File: src/rtl/core/m4mul_pkg.sv
// m4mul_pkg: shared types for the 4x4 fixed-point matrix multiplier.
// Used by m4mul_cell and mat4_multiply; depends on nothing.

package m4mul_pkg;

   // Control tag that rides along the cell chain with each product element.
   typedef struct packed {
      logic valid;
      logic last;
   } cell_ctl_type;

endpackage

File: src/rtl/core/m4mul_cell.sv
// m4mul_cell: one multiply-accumulate cell of the product chain.
// Holds column CELL_ID of A and row CELL_ID of B; depends on m4mul_pkg.

module m4mul_cell #(
   parameter int ELEMENT_WIDTH = 32,
   parameter int MATRIX_DIM    = 4,
   parameter int CELL_ID       = 0
) (
   input  logic                                              clock,
   input  logic                                              reset,
   input  logic                                              adv,
   // element load
   input  logic                                              wr_en,
   input  logic [$clog2(MATRIX_DIM)-1:0]                     wr_row,
   input  logic [$clog2(MATRIX_DIM)-1:0]                     wr_col,
   input  logic signed [ELEMENT_WIDTH-1:0]                   wr_a,
   input  logic signed [ELEMENT_WIDTH-1:0]                   wr_b,
   // chain input from the left neighbor
   input  m4mul_pkg::cell_ctl_type                           in_ctl,
   input  logic [$clog2(MATRIX_DIM)-1:0]                     in_row,
   input  logic [$clog2(MATRIX_DIM)-1:0]                     in_col,
   input  logic [$clog2(MATRIX_DIM*MATRIX_DIM)-1:0]          in_idx,
   input  logic signed [2*ELEMENT_WIDTH+$clog2(MATRIX_DIM)-1:0] in_sum,
   // chain output to the right neighbor
   output m4mul_pkg::cell_ctl_type                           out_ctl,
   output logic [$clog2(MATRIX_DIM)-1:0]                     out_row,
   output logic [$clog2(MATRIX_DIM)-1:0]                     out_col,
   output logic [$clog2(MATRIX_DIM*MATRIX_DIM)-1:0]          out_idx,
   output logic signed [2*ELEMENT_WIDTH+$clog2(MATRIX_DIM)-1:0] out_sum
);

   localparam int ROW_W  = $clog2(MATRIX_DIM);
   localparam int IDX_W  = $clog2(MATRIX_DIM*MATRIX_DIM);
   localparam int PROD_W = 2*ELEMENT_WIDTH;
   localparam int SUM_W  = PROD_W + $clog2(MATRIX_DIM);
   localparam logic [ROW_W-1:0] MY_ID = ROW_W'(CELL_ID);

   // A[r][CELL_ID] at entry r, B[CELL_ID][c] at entry c
   logic signed [ELEMENT_WIDTH-1:0] a_col_ff [MATRIX_DIM];
   logic signed [ELEMENT_WIDTH-1:0] b_row_ff [MATRIX_DIM];

   m4mul_pkg::cell_ctl_type         p_ctl_ff, p_ctl_in;
   logic [ROW_W-1:0]                p_row_ff, p_col_ff;
   logic [IDX_W-1:0]                p_idx_ff;
   logic signed [SUM_W-1:0]         p_sum_ff;
   logic signed [PROD_W-1:0]        product_ff, product_in;

   m4mul_pkg::cell_ctl_type         s_ctl_ff;
   logic [ROW_W-1:0]                s_row_ff, s_col_ff;
   logic [IDX_W-1:0]                s_idx_ff;
   logic signed [SUM_W-1:0]         s_sum_ff, s_sum_in;

   always_ff @(posedge clock) begin
      if (wr_en && (wr_col == MY_ID)) begin
         a_col_ff[wr_row] <= wr_a;
      end
      if (wr_en && (wr_row == MY_ID)) begin
         b_row_ff[wr_col] <= wr_b;
      end
   end

   assign product_in = a_col_ff[in_row] * b_row_ff[in_col];
   assign p_ctl_in   = in_ctl;
   assign s_sum_in   = p_sum_ff + {{(SUM_W-PROD_W){product_ff[PROD_W-1]}}, product_ff};

   // control
   always_ff @(posedge clock) begin
      if (reset) begin
         p_ctl_ff <= '0;
         s_ctl_ff <= '0;
      end else if (adv) begin
         p_ctl_ff <= p_ctl_in;
         s_ctl_ff <= p_ctl_ff;
      end
   end

   // payload: multiply stage, then accumulate stage
   always_ff @(posedge clock) begin
      if (adv) begin
         product_ff <= product_in;
         p_sum_ff   <= in_sum;
         p_row_ff   <= in_row;
         p_col_ff   <= in_col;
         p_idx_ff   <= in_idx;
         s_sum_ff   <= s_sum_in;
         s_row_ff   <= p_row_ff;
         s_col_ff   <= p_col_ff;
         s_idx_ff   <= p_idx_ff;
      end
   end

   assign out_ctl = s_ctl_ff;
   assign out_row = s_row_ff;
   assign out_col = s_col_ff;
   assign out_idx = s_idx_ff;
   assign out_sum = s_sum_ff;

endmodule

File: config.mk
export PLATFORM = sky130hd
export DESIGN_NAME = m4mul_cell
export DESIGN_NICKNAME = d
export VERILOG_FILES = /design/src/rtl/core/m4mul_pkg.sv /design/src/rtl/core/m4mul_cell.sv
export SDC_FILE = /design/constraint.sdc
export NUM_CORES = 2
export LEC_CHECK = 0
export BUFFER_PORTS_ARGS = -buffer_cell sky130_fd_sc_hd__buf_2
export CAP_MARGIN = 10
export CORE_AREA = 4 4 447 228
export DETAILED_ROUTE_END_ITERATION = 10
export DIE_AREA = 0 0 451 232
export MAX_ROUTING_LAYER = met4
export PLACE_DENSITY_LB_ADDON = 0.15
export SKIP_CTS_REPAIR_TIMING = 1
export SYNTH_ARGS = -nofsm -noshare
export SYNTH_HDL_FRONTEND = slang
export SYNTH_SLANG_ARGS = --single-unit
File: constraint.sdc
create_clock -name clock -period 14.57 [get_ports clock]
set_input_delay 1.457 -clock clock [delete_from_list [all_inputs] [get_ports clock]]
set_output_delay 1.457 -clock clock [all_outputs]
set_load 0.01 [all_outputs]
Yosys cells after proc, flatten, opt, wreduce, memory -nomap -nowiden
Memory sizes are Yosys's and may differ from the RTL's.
Index checks and enable logic that the tools add are counted.
{"block": "totals", "mem_count": 2, "reg_bits": 216, "in_bits": 148, "output_inout_bits": 76, "latchBits": 0, "wordCells": 25, "mem_bits_ro": 0, "ram_bits": 256}
{"block": "op_classes", "reduce_logical": 4, "bitwise_logic": 0, "n_addsub": 1, "mul": 1, "eq_ne": 0, "shift": 0, "muxes": 4, "div_mod_pow": 0, "magnitude_cmp": 0}
{"memory": "a_col_ff", "words": 4, "width": 32, "rd": 1, "rd_ports_with_merged_regs": 0, "wr": 1, "line": "m4mul_cell.sv:39", "source": "logic signed [ELEMENT_WIDTH-1:0] a_col_ff [MATRIX_DIM];"}
{"memory": "b_row_ff", "words": 4, "width": 32, "rd": 1, "rd_ports_with_merged_regs": 0, "wr": 1, "line": "m4mul_cell.sv:40", "source": "logic signed [ELEMENT_WIDTH-1:0] b_row_ff [MATRIX_DIM];"}
{"operator": "66-bit adder", "n": 1}
{"operator": "32-bit by 32-bit multiplier with 64-bit output", "n": 1}
{"operator": "2-bit logical NOT", "n": 2}
{"operator": "1-bit two-way mux", "n": 4}
{"operator": "1-bit logical AND", "n": 2}

Longest topological paths before layout
{"block": "logic_depth", "word_depth": 4, "mapped_depth": 35}

Least setup slack after synthesis
OpenSTA, ideal clock, no wires.
{"block": "synth_path", "path_type": "in2reg", "from": "in in_col[1]", "to": "reg product_ff[61], data pin", "path_slack_ps": 3989, "path_buffers": 4, "t_arrival_ps": 10322, "stages": 30, "required_time_ps": 14311, "cell_sequence": "clkbuf_1 > clkbuf_1 > clkbuf_1 > mux4_2 > clkbuf_1 > nand2_1 > inv_1 > fa_1 > fa_1 > fa_1 > inv_1 > fa_1 > inv_1 > fa_1 > inv_1 > fa_1 > fa_1 > fa_1 > inv_1 > ha_1 > inv_1 > o21bai_1 > a21o_1 > a21oi_1 > o21bai_1 > or3b_2 > o21a_2 > or4_4 > and4_4 > a211o_1"}
{"block": "synth_between", "elab_chain_cells": 2}
{"item": "from (decl)", "line": "m4mul_cell.sv:21", "source": "input logic [$clog2(MATRIX_DIM)-1:0] in_col,"}
{"item": "memory 4 x 32 bit"}
{"item": "32-bit by 32-bit multiplier with 64-bit output", "line": "m4mul_cell.sv:62", "source": "assign product_in = a_col_ff[in_row] * b_row_ff[in_col];"}
{"item": "named net product_in[61]", "line": "m4mul_cell.sv:46", "source": "logic signed [PROD_W-1:0] product_ff, product_in;"}
{"item": "to (signal assigned)", "line": "m4mul_cell.sv:80", "source": "product_ff <= product_in;"}
{"item": "to (decl)", "line": "m4mul_cell.sv:46"}
The timed path passes the listed nets, and every way through them passes these cells.
A chain may end at the register's enable or synchronous reset.

Worst setup path after layout
{"block": "layout_path", "from": "in in_col[0]", "to": "reg product_ff[61], data pin"}
The elaborated chain is that of the path after synthesis.

==> impl_metrics.toml <==
[status]
status = "finished clean"

[floorplanning]
core-area_um2 = 97500
rows = 81
start_util_pct = 56.9
fp.dieW_um = 451
die_y_um = 232
ios = 224
dieArea_um2 = 105000

[placed_design]
post-dp-hpwl_mm = 133
place.port_buffers = 223
place_congestion = 0.997
dp.cells = 6697
dp_slack_ps = 2690

[timing]
worst_slew_pin_slew_ps = 1200
rsz0062_at_grt = "false"
slew_viol_final = 0
setup_viol = 0
fin_ws_ps = 3280
final-hold-violation-count = 0
finClkSkew_ps = 30.8
fin_crit_sh_pct = 77.5
fmax_mhz = 88.5
tns_ps = 0
slew_headroom_pct = 20.1
period_minus_slack_ps = 11290

[yosys]
synth.top_cell.area_share_pct = 39.1
synth.area.mux_share_pct = 2.62
synth_area_leaders = "fa_1 (39%), edfxtp_1 (25%), inv_1 (7.1%)"
synth_nets = 6752
synthArstFlopShare_pct = 0
synth_area_per_cell_um2 = 10.5
synth-simple-area-share_pct = 10.3
netlist_instances = 5272
syn-cell-area_um2 = 55500
synth_area_leader_cell = "fa_1"
synth_edf_count = 468
synth_top_family_by_area = "adder cells"
ys_ff_latch = 472
synth_compound_area_share_pct = 6.31
synthAdderAreaFrac_pct = 44.7
yosysSeqAreaShare_pct = 25.5
synth-xor-area-share_pct = 2.02
ys_warn_count = 0
synth_cell_types = 77
synth_ff_type = "edfxtp_1"

[worst_setup_path]
cp.arrival_ps = 11650
crit_slowest_cell = "fa_1"
r2r_cells = 24
cp_top_family = "adder cells"
critical_path_class = "primary input to flop"
reg2reg_to = "product_ff[61]$_DFFE_PP_"
cp-startpoint = "in_col[0]"
cp_max_fo = 39
r2r_slack_ps = 4870
r2r_start = "b_row_ff[1][5]$_DFFE_PP_"
max_stage_delay_ps = 1020
crit_path_end_kind = "flop"
worstPathBufferInverterCount = 7
crit_chain = "buf_2 -> buf_4 -> o21a_1 -> nand2_1 -> inv_1 -> fa_1 -> fa_1 -> inv_1 -> fa_1 -> inv_1 -> fa_1 -> inv_1 -> fa_1 -> inv_1 -> fa_1 -> fa_1 -> fa_1 -> ha_1 -> a21oi_1 -> or3b_2 -> o21a_2 -> or4_4 -> and4_4 -> a211o_1"
startpoint_type = "primary input"
worst_ep_required_time_ps = 14930
worst_path_most_repeated_cell = "fa_1"

[cts]
cts-root-buf = "clkbuf_16"
clk_pin_slew_ps = 70
numClockSinks = 472
numCtsBuffers = 44
cts_tree = "yes"
clockBufferDepth = 3
htreeDepth = 2
clk_latency_ps = 610

[grt]
grt_pass1_wl_mm = 260
grt.busiest_layer = "met2"
grt_pass1_vias = 42000
antenna_found_initial = 4
grt_max_degree = 79
use_met3_pct = 10.2
grt_use_total_pct = 34.6
grt_overflow_total = 0
grtUsageMet2_pct = 49.2
grt.met1_usage_pct = 48.2

[worst_hold_path]
min_from = "p_idx_ff[0]$_DFFE_PP_"
hp-class = "flop to flop"
whs_path_depth = 0
holdPathEnd = "out_idx[0]$_DFFE_PP_"

[layout]
multi_input_area_um2 = 36700
layout_common_cells = "fa_1 (1,083), inv_1 (1,048), nand2_1 (614)"
final_nets = 6895
fin_cells = 6780
post-route-util_pct = 61.3
layout_commonest_cell = "fa_1"
area_delta_synth_final_pct = 7.69
register_area_um2 = 14100
nFillCells = 8215
drive_gt1_share_pct = 9.62

[drt]
wl_mm = 170
drc_errors = 0
drtIter0Drc = 3741
postRouteAntennaNets = 0
num_vias = 39000
wl_per_cell_um = 25.1
viasPerCell = 5.76
firstDrtPassIters = 6

[flow_run]
drv_cap = 0
-- layout make-up --
type	instances	area share, %
multi-input combinational	3519	61.4
sequential	472	23.6
inverter	1048	6.58
timing repair buffer	330	3.23
tap	1328	2.78
clock buffer	58	2.00
clock inverter	22	0.312
antenna	3	0.0126
-- registers in the layout, indices dropped and copies added, names as in the netlist, 4 cells and up --
register	cells
a_col_ff	128
b_row_ff	128
out_sum	66
p_sum_ff	66
product_ff	64
out_idx	4
p_idx_ff	4
-- how the worst max path moves through the flow --
stage,end,cells past startpoint
3_5_place_dp,product_ff[61]$_DFFE_PP_,21
5_1_grt,product_ff[61]$_DFFE_PP_,21
6_report,product_ff[61]$_DFFE_PP_,24
2_1_floorplan,product_ff[61]$_DFFE_PP_,30
3_3_place_gp,product_ff[61]$_DFFE_PP_,21
4_1_cts,product_ff[61]$_DFFE_PP_,21
-- Yosys cell counts, drive strengths merged (5+ instances only) --
cell / instances
edfxtp: 468
a31oi: 11
nor2b: 14
nor3: 17
o21ai: 124
xnor2: 88
nor2: 585
nand2: 614
mux2: 55
a31o: 6
fa: 1083
ha: 249
nand3: 28
mux4: 9
a41oi: 5
o21a: 65
nand2b: 25
and2: 38
nand4: 23
buf: 22
clkbuf: 211
o21bai: 34
o211ai: 5
a211oi: 18
o31ai: 7
mux2i: 63
a21oi: 142
a21o: 78
or2: 8
and3: 20
inv: 1048
xor2: 40
-- metrics by stage --
stage / hold slack [ps] / cell area, um2
after floorplan: 400 / 55500
after global placement: 401 / 58400
after detailed placement: 405 / 58400
after CTS: 420 / 59800
after global routing: 428 / 59800
final: 420 / 59800
-- kinds of logic (layout without fill, tap and decap cells) --
family | Yosys count | count (layout)
flops | 472 | 472
other cells | 0 | 3
fa+ha+maj | 1332 | 1332
mux | 127 | 127
xor+xnor | 128 | 128
compound gates | 539 | 539
buf+inv | 1281 | 1458
simple gates | 1393 | 1393
-- metal layers --
| metal | wire (um) | vias to the layer above |
|---|---|---|
| met2 | 71800 | 2055 |
| met3 | 20400 | 407 |
| li1 | - | 16600 |
| met5 | 0 | - |
| met4 | 6780 | 0 |
| met1 | 71400 | 20000 |
Power is left out: the tool's default activity adds up to more than one toggle a clock period on the data nets, which glitch-free logic cannot reach.
